[src/rvrec_pkg.sv]
package rvrec_pkg;

  // major opcodes of rv32im
  localparam logic [6:0] OPC_LOAD   = 7'd3;
  localparam logic [6:0] OPC_OPIMM  = 7'd19;
  localparam logic [6:0] OPC_AUIPC  = 7'd23;
  localparam logic [6:0] OPC_STORE  = 7'd35;
  localparam logic [6:0] OPC_REG    = 7'd51;
  localparam logic [6:0] OPC_LUI    = 7'd55;
  localparam logic [6:0] OPC_BRANCH = 7'd99;
  localparam logic [6:0] OPC_JALR   = 7'd103;
  localparam logic [6:0] OPC_JAL    = 7'd111;
  localparam logic [6:0] OPC_SYSTEM = 7'd115;

  // funct7 values of the register-register group
  localparam logic [6:0] F7_BASE = 7'd0;
  localparam logic [6:0] F7_MULDIV = 7'd1;
  localparam logic [6:0] F7_ALT = 7'd32;

  // dense operation numbers
  localparam logic [5:0] OP_LB     = 6'd0;
  localparam logic [5:0] OP_LH     = 6'd1;
  localparam logic [5:0] OP_LW     = 6'd2;
  localparam logic [5:0] OP_LBU    = 6'd3;
  localparam logic [5:0] OP_LHU    = 6'd4;
  localparam logic [5:0] OP_ADDI   = 6'd5;
  localparam logic [5:0] OP_SLLI   = 6'd6;
  localparam logic [5:0] OP_SLTI   = 6'd7;
  localparam logic [5:0] OP_SLTIU  = 6'd8;
  localparam logic [5:0] OP_XORI   = 6'd9;
  localparam logic [5:0] OP_SRLI   = 6'd10;
  localparam logic [5:0] OP_SRAI   = 6'd11;
  localparam logic [5:0] OP_ORI    = 6'd12;
  localparam logic [5:0] OP_ANDI   = 6'd13;
  localparam logic [5:0] OP_SB     = 6'd14;
  localparam logic [5:0] OP_SH     = 6'd15;
  localparam logic [5:0] OP_SW     = 6'd16;
  localparam logic [5:0] OP_BEQ    = 6'd17;
  localparam logic [5:0] OP_BNE    = 6'd18;
  localparam logic [5:0] OP_BLT    = 6'd19;
  localparam logic [5:0] OP_BGE    = 6'd20;
  localparam logic [5:0] OP_BLTU   = 6'd21;
  localparam logic [5:0] OP_BGEU   = 6'd22;
  localparam logic [5:0] OP_JALR   = 6'd23;
  localparam logic [5:0] OP_SYS    = 6'd24;
  localparam logic [5:0] OP_ADD    = 6'd25;
  localparam logic [5:0] OP_SUB    = 6'd26;
  localparam logic [5:0] OP_SLL    = 6'd27;
  localparam logic [5:0] OP_SLT    = 6'd28;
  localparam logic [5:0] OP_SLTU   = 6'd29;
  localparam logic [5:0] OP_XOR    = 6'd30;
  localparam logic [5:0] OP_SRL    = 6'd31;
  localparam logic [5:0] OP_SRA    = 6'd32;
  localparam logic [5:0] OP_OR     = 6'd33;
  localparam logic [5:0] OP_AND    = 6'd34;
  localparam logic [5:0] OP_MUL    = 6'd35;
  localparam logic [5:0] OP_MULH   = 6'd36;
  localparam logic [5:0] OP_MULHSU = 6'd37;
  localparam logic [5:0] OP_MULHU  = 6'd38;
  localparam logic [5:0] OP_DIV    = 6'd39;
  localparam logic [5:0] OP_DIVU   = 6'd40;
  localparam logic [5:0] OP_REM    = 6'd41;
  localparam logic [5:0] OP_REMU   = 6'd42;
  localparam logic [5:0] OP_UPC    = 6'd43;
  localparam logic [5:0] OP_LUI    = 6'd44;
  localparam logic [5:0] OP_JAL    = 6'd45;

  typedef enum logic [3:0] {
    FMT_LOAD,
    FMT_OPIMM,
    FMT_STORE,
    FMT_BRANCH,
    FMT_JALR,
    FMT_SYSTEM,
    FMT_REG,
    FMT_AUIPC,
    FMT_LUI,
    FMT_JAL,
    FMT_BAD
  } fmt_t;

  // decode stage -> form stage
  typedef struct packed {
    fmt_t        fmt;
    logic [31:0] word;
    logic        eob;
  } dec_t;

  // form stage -> pack stage
  typedef struct packed {
    logic [5:0]  op;
    logic [31:0] body;
    logic        bad;
    logic        eob;
  } form_t;

  function automatic logic [5:0] op_number(fmt_t fmt, logic [2:0] f3, logic [6:0] f7);
    logic [5:0] op;
    op = OP_LB;
    case (fmt)
      FMT_LOAD: begin
        case (f3)
          3'd0: op = OP_LB;
          3'd1: op = OP_LH;
          3'd2: op = OP_LW;
          3'd4: op = OP_LBU;
          3'd5: op = OP_LHU;
          default: op = OP_LB;
        endcase
      end
      FMT_OPIMM: begin
        case (f3)
          3'd0: op = OP_ADDI;
          3'd1: op = OP_SLLI;
          3'd2: op = OP_SLTI;
          3'd3: op = OP_SLTIU;
          3'd4: op = OP_XORI;
          3'd5: op = f7[5] ? OP_SRAI : OP_SRLI;
          3'd6: op = OP_ORI;
          default: op = OP_ANDI;
        endcase
      end
      FMT_STORE: begin
        case (f3)
          3'd0: op = OP_SB;
          3'd1: op = OP_SH;
          3'd2: op = OP_SW;
          default: op = OP_LB;
        endcase
      end
      FMT_BRANCH: begin
        case (f3)
          3'd0: op = OP_BEQ;
          3'd1: op = OP_BNE;
          3'd4: op = OP_BLT;
          3'd5: op = OP_BGE;
          3'd6: op = OP_BLTU;
          3'd7: op = OP_BGEU;
          default: op = OP_LB;
        endcase
      end
      FMT_JALR:   op = OP_JALR;
      FMT_SYSTEM: op = OP_SYS;
      FMT_REG: begin
        case (f7)
          F7_BASE: begin
            case (f3)
              3'd0: op = OP_ADD;
              3'd1: op = OP_SLL;
              3'd2: op = OP_SLT;
              3'd3: op = OP_SLTU;
              3'd4: op = OP_XOR;
              3'd5: op = OP_SRL;
              3'd6: op = OP_OR;
              default: op = OP_AND;
            endcase
          end
          F7_ALT: begin
            case (f3)
              3'd0: op = OP_SUB;
              3'd5: op = OP_SRA;
              default: op = OP_LB;
            endcase
          end
          F7_MULDIV: begin
            case (f3)
              3'd0: op = OP_MUL;
              3'd1: op = OP_MULH;
              3'd2: op = OP_MULHSU;
              3'd3: op = OP_MULHU;
              3'd4: op = OP_DIV;
              3'd5: op = OP_DIVU;
              3'd6: op = OP_REM;
              default: op = OP_REMU;
            endcase
          end
          default: op = OP_LB;
        endcase
      end
      FMT_AUIPC: op = OP_UPC;
      FMT_LUI:   op = OP_LUI;
      FMT_JAL:   op = OP_JAL;
      default:   op = OP_LB;
    endcase
    return op;
  endfunction

endpackage

[src/rvrec_ifs.sv]
interface rvrec_in_if;
  logic        valid;
  logic        ready;
  logic [31:0] instr_word;
  logic        end_of_block;

  modport source (output valid, output instr_word, output end_of_block, input ready);
  modport sink (input valid, input instr_word, input end_of_block, output ready);
endinterface

interface rvrec_out_if;
  logic        valid;
  logic        ready;
  logic [31:0] vm_word;
  logic        invalid_opcode;
  logic        end_of_block_out;

  modport source (output valid, output vm_word, output invalid_opcode,
                  output end_of_block_out, input ready);
  modport sink (input valid, input vm_word, input invalid_opcode,
                input end_of_block_out, output ready);
endinterface

[src/rvrec_decode.sv]
module rvrec_decode (
  input  logic               clk,
  input  logic               rst_n,
  input  logic               in_valid,
  output logic               in_ready,
  input  logic [31:0]        in_word,
  input  logic               in_eob,
  output logic               out_valid,
  input  logic               out_ready,
  output rvrec_pkg::dec_t    out_data
);
  import rvrec_pkg::*;

  logic valid_r;
  dec_t data_r;
  dec_t data_nxt;

  assign in_ready = !valid_r || out_ready;

  // major opcode class
  always_comb begin
    data_nxt.word = in_word;
    data_nxt.eob  = in_eob;
    case (in_word[6:0])
      OPC_LOAD:   data_nxt.fmt = FMT_LOAD;
      OPC_OPIMM:  data_nxt.fmt = FMT_OPIMM;
      OPC_AUIPC:  data_nxt.fmt = FMT_AUIPC;
      OPC_STORE:  data_nxt.fmt = FMT_STORE;
      OPC_REG:    data_nxt.fmt = FMT_REG;
      OPC_LUI:    data_nxt.fmt = FMT_LUI;
      OPC_BRANCH: data_nxt.fmt = FMT_BRANCH;
      OPC_JALR:   data_nxt.fmt = FMT_JALR;
      OPC_JAL:    data_nxt.fmt = FMT_JAL;
      OPC_SYSTEM: data_nxt.fmt = FMT_SYSTEM;
      default:    data_nxt.fmt = FMT_BAD;
    endcase
  end

  always_ff @(posedge clk) begin
    if (!rst_n) begin
      valid_r <= 1'b0;
    end else if (in_ready) begin
      valid_r <= in_valid;
    end
  end

  always_ff @(posedge clk) begin
    if (in_ready && in_valid) begin
      data_r <= data_nxt;
    end
  end

  assign out_valid = valid_r;
  assign out_data  = data_r;
endmodule

[src/rvrec_form.sv]
module rvrec_form (
  input  logic               clk,
  input  logic               rst_n,
  input  logic               in_valid,
  output logic               in_ready,
  input  rvrec_pkg::dec_t    in_data,
  output logic               out_valid,
  input  logic               out_ready,
  output rvrec_pkg::form_t   out_data
);
  import rvrec_pkg::*;

  logic        valid_r;
  form_t       data_r;
  form_t       data_nxt;
  logic [31:0] w;
  logic [4:0]  rd;
  logic [4:0]  rs1;
  logic [4:0]  rs2;
  logic [11:0] s_imm;
  logic [12:0] b_imm;
  logic [20:0] j_imm;

  assign in_ready = !valid_r || out_ready;

  assign w     = in_data.word;
  assign rd    = w[11:7];
  assign rs1   = w[19:15];
  assign rs2   = w[24:20];
  assign s_imm = {w[31:25], w[11:7]};
  assign b_imm = {w[31], w[7], w[30:25], w[11:8], 1'b0};
  assign j_imm = {w[31], w[19:12], w[20], w[30:21], 1'b0};

  always_comb begin
    data_nxt.op  = op_number(in_data.fmt, w[14:12], w[31:25]);
    data_nxt.eob = in_data.eob;
    data_nxt.bad = 1'b0;
    case (in_data.fmt)
      FMT_LOAD, FMT_OPIMM, FMT_JALR:
        data_nxt.body = {{4{w[31]}}, w[31:20], rd, rs1, 6'd0};
      FMT_STORE:
        data_nxt.body = {{4{w[31]}}, s_imm, rs2, rs1, 6'd0};
      FMT_BRANCH:
        data_nxt.body = {{3{w[31]}}, b_imm, rs2, rs1, 6'd0};
      FMT_SYSTEM:
        data_nxt.body = {{4{w[31]}}, w[31:20], 16'd0};
      FMT_REG:
        data_nxt.body = {11'd0, rd, rs2, rs1, 6'd0};
      FMT_AUIPC, FMT_LUI:
        data_nxt.body = {w[31:12], 1'b0, rd, 6'd0};
      FMT_JAL:
        data_nxt.body = {j_imm, rd, 6'd0};
      default: begin
        data_nxt.body = '0;
        data_nxt.bad  = 1'b1;
      end
    endcase
  end

  always_ff @(posedge clk) begin
    if (!rst_n) begin
      valid_r <= 1'b0;
    end else if (in_ready) begin
      valid_r <= in_valid;
    end
  end

  always_ff @(posedge clk) begin
    if (in_ready && in_valid) begin
      data_r <= data_nxt;
    end
  end

  assign out_valid = valid_r;
  assign out_data  = data_r;
endmodule

[src/rvrec_pack.sv]
module rvrec_pack (
  input  logic               clk,
  input  logic               rst_n,
  input  logic               in_valid,
  output logic               in_ready,
  input  rvrec_pkg::form_t   in_data,
  output logic               out_valid,
  input  logic               out_ready,
  output logic [31:0]        out_vm_word,
  output logic               out_invalid,
  output logic               out_eob
);
  import rvrec_pkg::*;

  logic        valid_r;
  logic [31:0] word_r;
  logic [31:0] word_nxt;
  logic        invalid_r;
  logic        eob_r;

  assign in_ready = !valid_r || out_ready;

  // unknown opcodes already carry a zero body and op
  assign word_nxt = in_data.body | {26'd0, in_data.op};

  always_ff @(posedge clk) begin
    if (!rst_n) begin
      valid_r <= 1'b0;
    end else if (in_ready) begin
      valid_r <= in_valid;
    end
  end

  always_ff @(posedge clk) begin
    if (in_ready && in_valid) begin
      word_r    <= word_nxt;
      invalid_r <= in_data.bad;
      eob_r     <= in_data.eob;
    end
  end

  assign out_valid   = valid_r;
  assign out_vm_word = word_r;
  assign out_invalid = invalid_r;
  assign out_eob     = eob_r;
endmodule

[src/rv32im_to_vm_instruction_recoder_top.sv]
// an accepted item passes the decode, form and pack registers in that order before its result reaches out_ch
// throughput: one item per cycle while out_ch is not stalled, set by the three-stage decode/form/pack pipeline
// each stage holds its item while the next one is full and stalled, so a stall
//   stops the whole pipe without loss and a new item still enters behind a waiting result
// reset: synchronous, active low; clears the stage valid bits only
module rv32im_to_vm_instruction_recoder_top (
  input  logic               clk,
  input  logic               rst_n,
  rvrec_in_if.sink           in_ch,
  rvrec_out_if.source        out_ch
);
  import rvrec_pkg::*;

  // decode stage: classify the major opcode
  logic  dec_valid;
  logic  dec_ready;
  dec_t  dec_data;

  // form stage: operation number and field placement
  logic  form_valid;
  logic  form_ready;
  form_t form_data;

  rvrec_decode u_decode (
    .clk       (clk),
    .rst_n     (rst_n),
    .in_valid  (in_ch.valid),
    .in_ready  (in_ch.ready),
    .in_word   (in_ch.instr_word),
    .in_eob    (in_ch.end_of_block),
    .out_valid (dec_valid),
    .out_ready (dec_ready),
    .out_data  (dec_data)
  );

  rvrec_form u_form (
    .clk       (clk),
    .rst_n     (rst_n),
    .in_valid  (dec_valid),
    .in_ready  (dec_ready),
    .in_data   (dec_data),
    .out_valid (form_valid),
    .out_ready (form_ready),
    .out_data  (form_data)
  );

  // pack stage doubles as the output register
  rvrec_pack u_pack (
    .clk         (clk),
    .rst_n       (rst_n),
    .in_valid    (form_valid),
    .in_ready    (form_ready),
    .in_data     (form_data),
    .out_valid   (out_ch.valid),
    .out_ready   (out_ch.ready),
    .out_vm_word (out_ch.vm_word),
    .out_invalid (out_ch.invalid_opcode),
    .out_eob     (out_ch.end_of_block_out)
  );

`ifndef NO_ASSERTIONS
  // an unknown opcode always yields an all-zero word
  a_bad_is_zero: assert property (@(posedge clk) disable iff (!rst_n)
    out_ch.valid && out_ch.invalid_opcode |-> out_ch.vm_word == 32'd0)
    else $error("invalid opcode result is not zero");

  // the operation number never leaves the dense range
  a_op_range: assert property (@(posedge clk) disable iff (!rst_n)
    out_ch.valid |-> out_ch.vm_word[5:0] <= OP_JAL)
    else $error("operation number out of range");

  // input back-pressure only comes from a stalled result
  a_stall_source: assert property (@(posedge clk) disable iff (!rst_n)
    !in_ch.ready |-> out_ch.valid && !out_ch.ready)
    else $error("input stalled without output back-pressure");

  // a stalled result is not replaced while the pipe is full
  a_hold_full: assert property (@(posedge clk) disable iff (!rst_n)
    !in_ch.ready |=> $stable(out_ch.vm_word))
    else $error("result changed during a full stall");
`endif

endmodule

[src/flat_wrapper.sv]
// flat-port wrapper written by rule: the top's interface ports become plain ports
module rv32im_to_vm_instruction_recoder_top_flat import rvrec_pkg::*;
  (clk, rst_n, in_ch_valid, in_ch_instr_word, in_ch_end_of_block, in_ch_ready, out_ch_valid, out_ch_vm_word, out_ch_invalid_opcode, out_ch_end_of_block_out, out_ch_ready);
  rvrec_in_if in_ch_i ();
  rvrec_out_if out_ch_i ();
  input  logic clk;
  input  logic rst_n;
  input wire logic [$bits(in_ch_i.valid)-1:0] in_ch_valid;
  input wire logic [$bits(in_ch_i.instr_word)-1:0] in_ch_instr_word;
  input wire logic [$bits(in_ch_i.end_of_block)-1:0] in_ch_end_of_block;
  output wire logic [$bits(in_ch_i.ready)-1:0] in_ch_ready;
  output wire logic [$bits(out_ch_i.valid)-1:0] out_ch_valid;
  output wire logic [$bits(out_ch_i.vm_word)-1:0] out_ch_vm_word;
  output wire logic [$bits(out_ch_i.invalid_opcode)-1:0] out_ch_invalid_opcode;
  output wire logic [$bits(out_ch_i.end_of_block_out)-1:0] out_ch_end_of_block_out;
  input wire logic [$bits(out_ch_i.ready)-1:0] out_ch_ready;
  assign in_ch_i.valid = in_ch_valid;
  assign in_ch_i.instr_word = in_ch_instr_word;
  assign in_ch_i.end_of_block = in_ch_end_of_block;
  assign in_ch_ready = in_ch_i.ready;
  assign out_ch_valid = out_ch_i.valid;
  assign out_ch_vm_word = out_ch_i.vm_word;
  assign out_ch_invalid_opcode = out_ch_i.invalid_opcode;
  assign out_ch_end_of_block_out = out_ch_i.end_of_block_out;
  assign out_ch_i.ready = out_ch_ready;
  rv32im_to_vm_instruction_recoder_top u_core (.clk(clk), .rst_n(rst_n), .in_ch(in_ch_i), .out_ch(out_ch_i));
endmodule
[config.mk]
export PLATFORM = sky130hd
export DESIGN_NAME = rv32im_to_vm_instruction_recoder_top_flat
export DESIGN_NICKNAME = d
export VERILOG_FILES = /design/src/rvrec_pkg.sv /design/src/rvrec_ifs.sv /design/src/rvrec_decode.sv /design/src/rvrec_form.sv /design/src/rvrec_pack.sv /design/src/rv32im_to_vm_instruction_recoder_top.sv /design/src/flat_wrapper.sv
export SDC_FILE = /design/constraint.sdc
export NUM_CORES = 1
export LEC_CHECK = 0
export ABC_AREA = 1
export BUFFER_PORTS_ARGS = -buffer_cell sky130_fd_sc_hd__buf_2
export CAP_MARGIN = 0
export CORE_MARGIN = 2
export CORE_UTILIZATION = 40
export DETAILED_ROUTE_END_ITERATION = 10
export HOLD_SLACK_MARGIN = 0.1
export PLACE_DENSITY_LB_ADDON = 0.05
export SLEW_MARGIN = 5
export SYNTH_ARGS = -nofsm -noshare
export SYNTH_HDL_FRONTEND = slang
export SYNTH_SLANG_ARGS = --single-unit
[constraint.sdc]
create_clock -name clk -period 6.8 [get_ports clk]
set_clock_uncertainty 0.2 [all_clocks]
set_input_delay 1.02 -clock clk [delete_from_list [all_inputs] [get_ports clk]]
set_output_delay 1.02 -clock clk [all_outputs]
set_load 0.03 [all_outputs]
==> results.py, run 1 <==
metrics = {
    "flow_run": {
        "drv_cap": 0,
    },
    "floorplan": {
        "die_x_um": 108.7,
        "start_util": 0.4064,
        "num_rows": 38,
        "design.core.area_mm2": 0.01079,
        "ios": 73,
        "die_h_um": 108.7,
        "dieArea_mm2": 0.01182,
    },
    "sta": {
        "period_needed_ns": 2.921,
        "post-route-period-util": 0.4296,
        "relSlewSlack": 0.2757,
        "timing.fmax_mhz": 342.3,
        "drv_slew": 0,
        "setup_slack_ns": 3.879,
        "finalHoldViolCount": 0,
        "tns_ns": 0,
        "rsz0062_at_grt": "false",
        "setup-violations-final": 0,
        "hold_slack_ns": 0.2244,
        "worst_pin_slew_ns": 1.085,
    },
    "cells_and_area": {
        "num_antenna_cells": 0,
        "n_fill_cell": 1018,
        "design_area_mm2": 0.005114,
        "layout-drive-gt1-share": 0.1878,
        "multi_input_area_mm2": 0.001159,
        "area_delta_synth_final_pct": 16.57,
        "area.sequential_mm2": 0.003003,
        "nets": 528,
    },
    "pwr": {
        "power.leakage_uw": 0.002142,
        "ir_drop_mv": 0.1383,
        "power.density_mw_per_mm2": 231.7,
        "power_uw": 1185,
    },
    "setup_path": {
        "arrival_ns": 1.70,
        "path_cells": "buf_2 > inv_1 > nand2_1 > nor2_1 > nand2_1 > buf_2",
        "cp_slowest_cell": "buf_2",
        "r2r_end": "u_core.u_form.out_data[37]",
        "crit_path_end_kind": "primary output",
        "r2r_slack_ns": 4.52,
        "worstPathMaxFanout": 3,
        "path_class": "in2out",
        "r2r-start": "u_core.u_decode.out_data[15]",
        "max_stage_delay_ns": 0.18,
        "cp-start-kind": "primary input",
        "cp.required_ns": 5.58,
        "reg2reg_depth": 6,
    },
    "grt": {
        "gr-usage-all-layers": 0.1641,
        "grt_pass1_vias": 2923,
        "antenna_found_initial": 0,
        "grt_overflow_total": 0,
        "grt_max_degree": 35,
        "grt_pass1_wl_um": 14520,
    },
    "placement": {
        "place_congestion": 0.9146,
        "dpl_cell_area_mm2": 0.004918,
        "io_buffers": 72,
        "dpl_worst_slack_ns": 3.883,
        "hpwl_um": 6767,
    },
    "yosys": {
        "synthArstFlopShare": 0,
        "syn_avg_cell_area_um2": 10.83,
        "yosysTopAreaCell": "edfxtp_1",
        "synth_top_cell_area_share": 0.6708,
        "synth_cell_types": 20,
        "ys_ff_latch": 101,
        "ys_warn_count": 0,
        "yosysMostFrequentCell": "nand2_1",
        "synth_edf_count": 98,
        "syn-instance-count": 405,
        "ys_seq_area_frac": 0.6845,
        "syn-num-nets": 448,
        "ys.flop_type": "edfxtp_1",
        "netlist_top_cells_count": "nand2_1 (103), edfxtp_1 (98), inv_1 (56), nor2_1 (45), nand3_1 (20)",
        "synth_area_mm2": 0.004387,
        "ys_top_cells_by_area": "edfxtp_1 (67%), nand2_1 (8.8%), inv_1 (4.8%)",
    },
    "clocking": {
        "cts_resized": 0,
        "cts_tree": "yes",
        "clock_path_buffers": 2,
        "path_clk_slew_ns": 0.09,
        "cts_setup_buffers": 0,
        "worstSkewPairLatency_ns": 0.37,
        "cts_max_level": 3,
        "numCtsBuffers": 9,
        "cts_hold_buf": 0,
        "numClockSinks": 101,
        "cts_root_buf": "clkbuf_8",
    },
    "route": {
        "remaining_drc_errors": 0,
        "via_per_inst": 4.890,
        "dr.pass1.iters": 4,
        "wire_per_inst_um": 14.31,
        "antenna_left": 0,
        "wl_um": 9016,
        "vias": 3081,
        "dr.first_iter.drc_count": 225,
    },
    "hold_path": {
        "holdPathEnd": "u_core.u_pack.out_vm_word[31]",
        "hold_depth": 0,
        "min-delay-start": "u_core.u_form.out_data[33]",
        "hold_class": "reg2reg",
    },
    "outcome": {
        "outcome": "completed",
    },
}
==> layer usage <==
metal  vias up  track usage  wire length (um)
li1       1550            -                 -
met1      1416       0.2296              4260
met2       103       0.2527              4058
met3        12      0.02929               510
met4         0      0.06960               187
met5         -            0                 0
==> layout make-up <==
| type | instances | share of cell area |
|---|---|---|
| inverter | 57 | 0.04184 |
| clock inverter | 6 | 0.01321 |
| sequential | 101 | 0.5872 |
| multi-input combinational | 243 | 0.2266 |
| tap | 140 | 0.03425 |
| timing repair buffer | 73 | 0.07194 |
| clock buffer | 10 | 0.02496 |
==> power by group <==
part           total (uW)  internal, uW  switching [uW]
Clock                 362           144             218
Combinational        94.7          27.9            66.8
Sequential            728           714            14.8
Total                1190           886             299
==> flip-flops by register name (all words and copies together), names as in the netlist <==
name / flops
u_core.u_pack.out_vm_word: 32
u_core.u_pack.out_eob: 1
u_core.u_pack.out_invalid: 1
u_core.u_decode.out_valid: 1
u_core.u_form.out_data: 34
u_core.u_decode.out_data: 30
u_core.u_pack.out_valid: 1
u_core.u_form.out_valid: 1
==> placed cells by master, fill, tap and decap left out, types with 3 or more instances in the layout <==
cell type  instances
o211ai_1           5
inv_6              3
nor3_1             5
nand2_1          103
a21oi_1           16
clkbuf_8           9
o2111ai_1          5
dfxtp_1            3
nand3_1           20
o21ai_0           18
nand4_1            5
buf_2             72
nor2_1            45
ha_1               6
inv_1             56
o22ai_1            5
o221ai_1           6
edfxtp_1          98
==> worst max-delay path: cells and delay by family <==
family                 cells  cell delay [ns]
buffers and inverters      3             0.37
AND/OR/NAND/NOR            3             0.30
==> per-stage QoR <==
step           utilization  instances
6_report            0.4738        630
5_1_grt             0.4738        630
2_1_floorplan            -        405
3_3_place_gp        0.4557        614
4_1_cts             0.4738        630
3_5_place_dp        0.4557        614
==> cells by family (layout without fill, tap and decap cells) <==
logic type | count (synthesis) | after routing | synth area share
buffers and inverters | 61 | 146 | 0.05391
flip-flops | 101 | 101 | 0.6845
AO/OA/AOI/OAI | 56 | 56 | 0.07758
adder cells (fa/ha/maj) | 6 | 6 | 0.01711
AND/OR/NAND/NOR | 181 | 181 | 0.1669
==> worst max path at each step <==
| stage | to | cells past startpoint | startpoint | slack (ns) |
|---|---|---|---|---|
| after global placement | in_ch_ready | 6 | out_ch_ready | 3.90 |
| after floorplan | u_core.u_pack.out_eob | 2 | out_ch_ready | 3.44 |
| after detailed placement | in_ch_ready | 6 | out_ch_ready | 3.88 |
| after CTS | in_ch_ready | 6 | out_ch_ready | 3.88 |
| after global routing | in_ch_ready | 6 | out_ch_ready | 3.83 |
| final | in_ch_ready | 6 | out_ch_ready | 3.88 |
Power figures use the tool's default switching activity.
==> run 2, diff against run 1 <==
clock period = 2.8 ns   (was 6.8 ns; I/O delays follow)
==> run 2 against run 1 <==
  * Setup slack worse by 3.2 ns
  * Combinational power grew to 2.8 times the previous value
  * Die area unchanged
  * Highest routed layer unchanged
==> results.py, run 2 (synthesized netlist as in run 1, its figures left out) <==
metrics = {
    "route": {
        "remaining_drc_errors": 0,
        "via_per_inst": 4.915,
        "wl_um": 9853,
        "dr.first_iter.drc_count": 241,
        "vias": 3239,
        "antenna_left": 0,
        "wire_per_inst_um": 14.95,
        "dr.pass1.iters": 4,
    },
    "cells_and_area": {
        "layout_common_cells": "nand2_1 (103), edfxtp_1 (98), buf_2 (72)",
        "largest_register_ffs": 34,
        "fin_cells": 659,
        "nets": 557,
        "area_delta_synth_final_pct": 22.99,
        "layout-drive-gt1-share": 0.1830,
        "final_common_cell": "nand2_1",
        "num_antenna_cells": 0,
        "n_fill_cell": 991,
    },
    "pwr": {
        "power.density_mw_per_mm2": 541.5,
        "ir_drop_mv": 0.2770,
        "power.leakage_uw": 0.002265,
    },
    "setup_path": {
        "path_cells": "inv_1 > ha_1 > inv_1 > nand3_1 > nor2_1 > a21oi_1 > nand2_1 > nor2_1 > nand2_1",
        "crit_path_end_kind": "flip-flop",
        "cp.required_ns": 2.72,
        "path_buf_inv": 2,
        "r2r_slack_ns": 0.69,
        "max_stage_delay_ns": 0.61,
        "worstPathMaxFanout": 16,
        "cp-start-kind": "flip-flop",
        "cpLargestDelayFamily": "flip-flops",
        "path_class": "reg2reg",
        "arrival_ns": 2.02,
        "cp_slowest_cell": "edfxtp_1",
    },
    "clocking": {
        "clock_path_buffers": 2,
        "numCtsBuffers": 9,
        "cts_max_level": 3,
        "cts_setup_buffers": 0,
        "path_clk_slew_ns": 0.09,
        "cts_root_buf": "clkbuf_8",
        "numClockSinks": 101,
        "cts_tree": "yes",
        "worstSkewPairLatency_ns": 0.36,
    },
    "sta": {
        "rsz0062_at_grt": "false",
        "drv_slew": 0,
        "timing.fmax_mhz": 474.9,
        "setup-violations-final": 0,
        "relSlewSlack": 0.6624,
        "period_needed_ns": 2.106,
        "tns_ns": 0,
        "finalHoldViolCount": 0,
        "post-route-period-util": 0.7521,
        "worst_pin_slew_ns": 0.5012,
    },
    "floorplan": {
        "design.core.area_mm2": 0.01079,
        "num_rows": 38,
        "die_h_um": 108.7,
        "dieArea_mm2": 0.01182,
        "start_util": 0.4064,
        "ios": 73,
        "die_x_um": 108.7,
    },
    "grt": {
        "grt_overflow_total": 0,
        "grt_pass1_vias": 3134,
        "antenna_found_initial": 0,
        "grt_max_degree": 35,
        "gr-usage-all-layers": 0.1784,
        "grt_pass1_wl_um": 15650,
    },
    "flow_run": {
        "drv_cap": 0,
    },
    "outcome": {
        "outcome": "completed",
    },
    "hold_path": {
        "hold_class": "in2reg",
    },
    "placement": {
        "io_buffers": 72,
        "place_congestion": 0.9006,
        "hpwl_um": 7420,
        "dpl.cell_count": 617,
    },
}
-- run 2: routing by layer --
| metal | GRT usage | routed length (um) |
|---|---|---|
| met4 | 0.09524 | 202 |
| met5 | 0 | 0 |
| met2 | 0.2777 | 4588 |
| met1 | 0.2417 | 4576 |
| met3 | 0.02690 | 485 |
-- run 2: path summary, 6_finish.rpt --
path         depth (start not counted)                         end                         start
max                                  9  u_core.u_form.out_data[34]  u_core.u_decode.out_data[15]
min                                  3   u_core.u_decode.out_valid                         rst_n
max reg2reg                          9  u_core.u_form.out_data[34]  u_core.u_decode.out_data[15]
min reg2reg                          0   u_core.u_form.out_data[0]   u_core.u_decode.out_data[0]
-- run 2: final cells by class --
class | count | area [um2] | share of cell area
multi-input combinational | 243 | 1159 | 0.2147
clock buffer | 13 | 168.9 | 0.03131
clock inverter | 3 | 25.02 | 0.004638
timing repair buffer | 102 | 650.6 | 0.1206
inverter | 57 | 214.0 | 0.03966
tap | 140 | 175.2 | 0.03247
sequential | 101 | 3003 | 0.5566
-- run 2: metrics by stage --
stage          hold slack, ns  total power [uW]  worst slack, ns  utilization  area, um2
2_1_floorplan          0.2003              1939         0.007780            -       4387
3_3_place_gp           0.2019              2040           0.6978       0.4578       4941
3_5_place_dp           0.2074              2039           0.7458       0.4578       4941
4_1_cts                0.1055              2966           0.7215       0.4999       5395
5_1_grt                0.1426              3050           0.4958       0.4999       5395
6_report               0.1213              2922           0.6941       0.4999       5395
-- run 2: report_power, final --
part / internal (uW) / switching [uW]
registers: 1730 / 36.9
clock network: 404 / 487
logic: 93.6 / 168
-- run 2: timing repair --
action	in CTS	in global routing
endpoints found under the hold margin	26	0
hold buffers	26	0
gates resized for setup	0	0
-- run 2: worst reg2reg max path: cells and delay by family, from the launching register on --
kind	cells	cell delay (ns)
AND/OR/NAND/NOR	5	0.39
flip-flops	1	0.61
buffers and inverters	2	0.34
adder cells (fa/ha/maj)	1	0.19
AO/OA/AOI/OAI	1	0.12
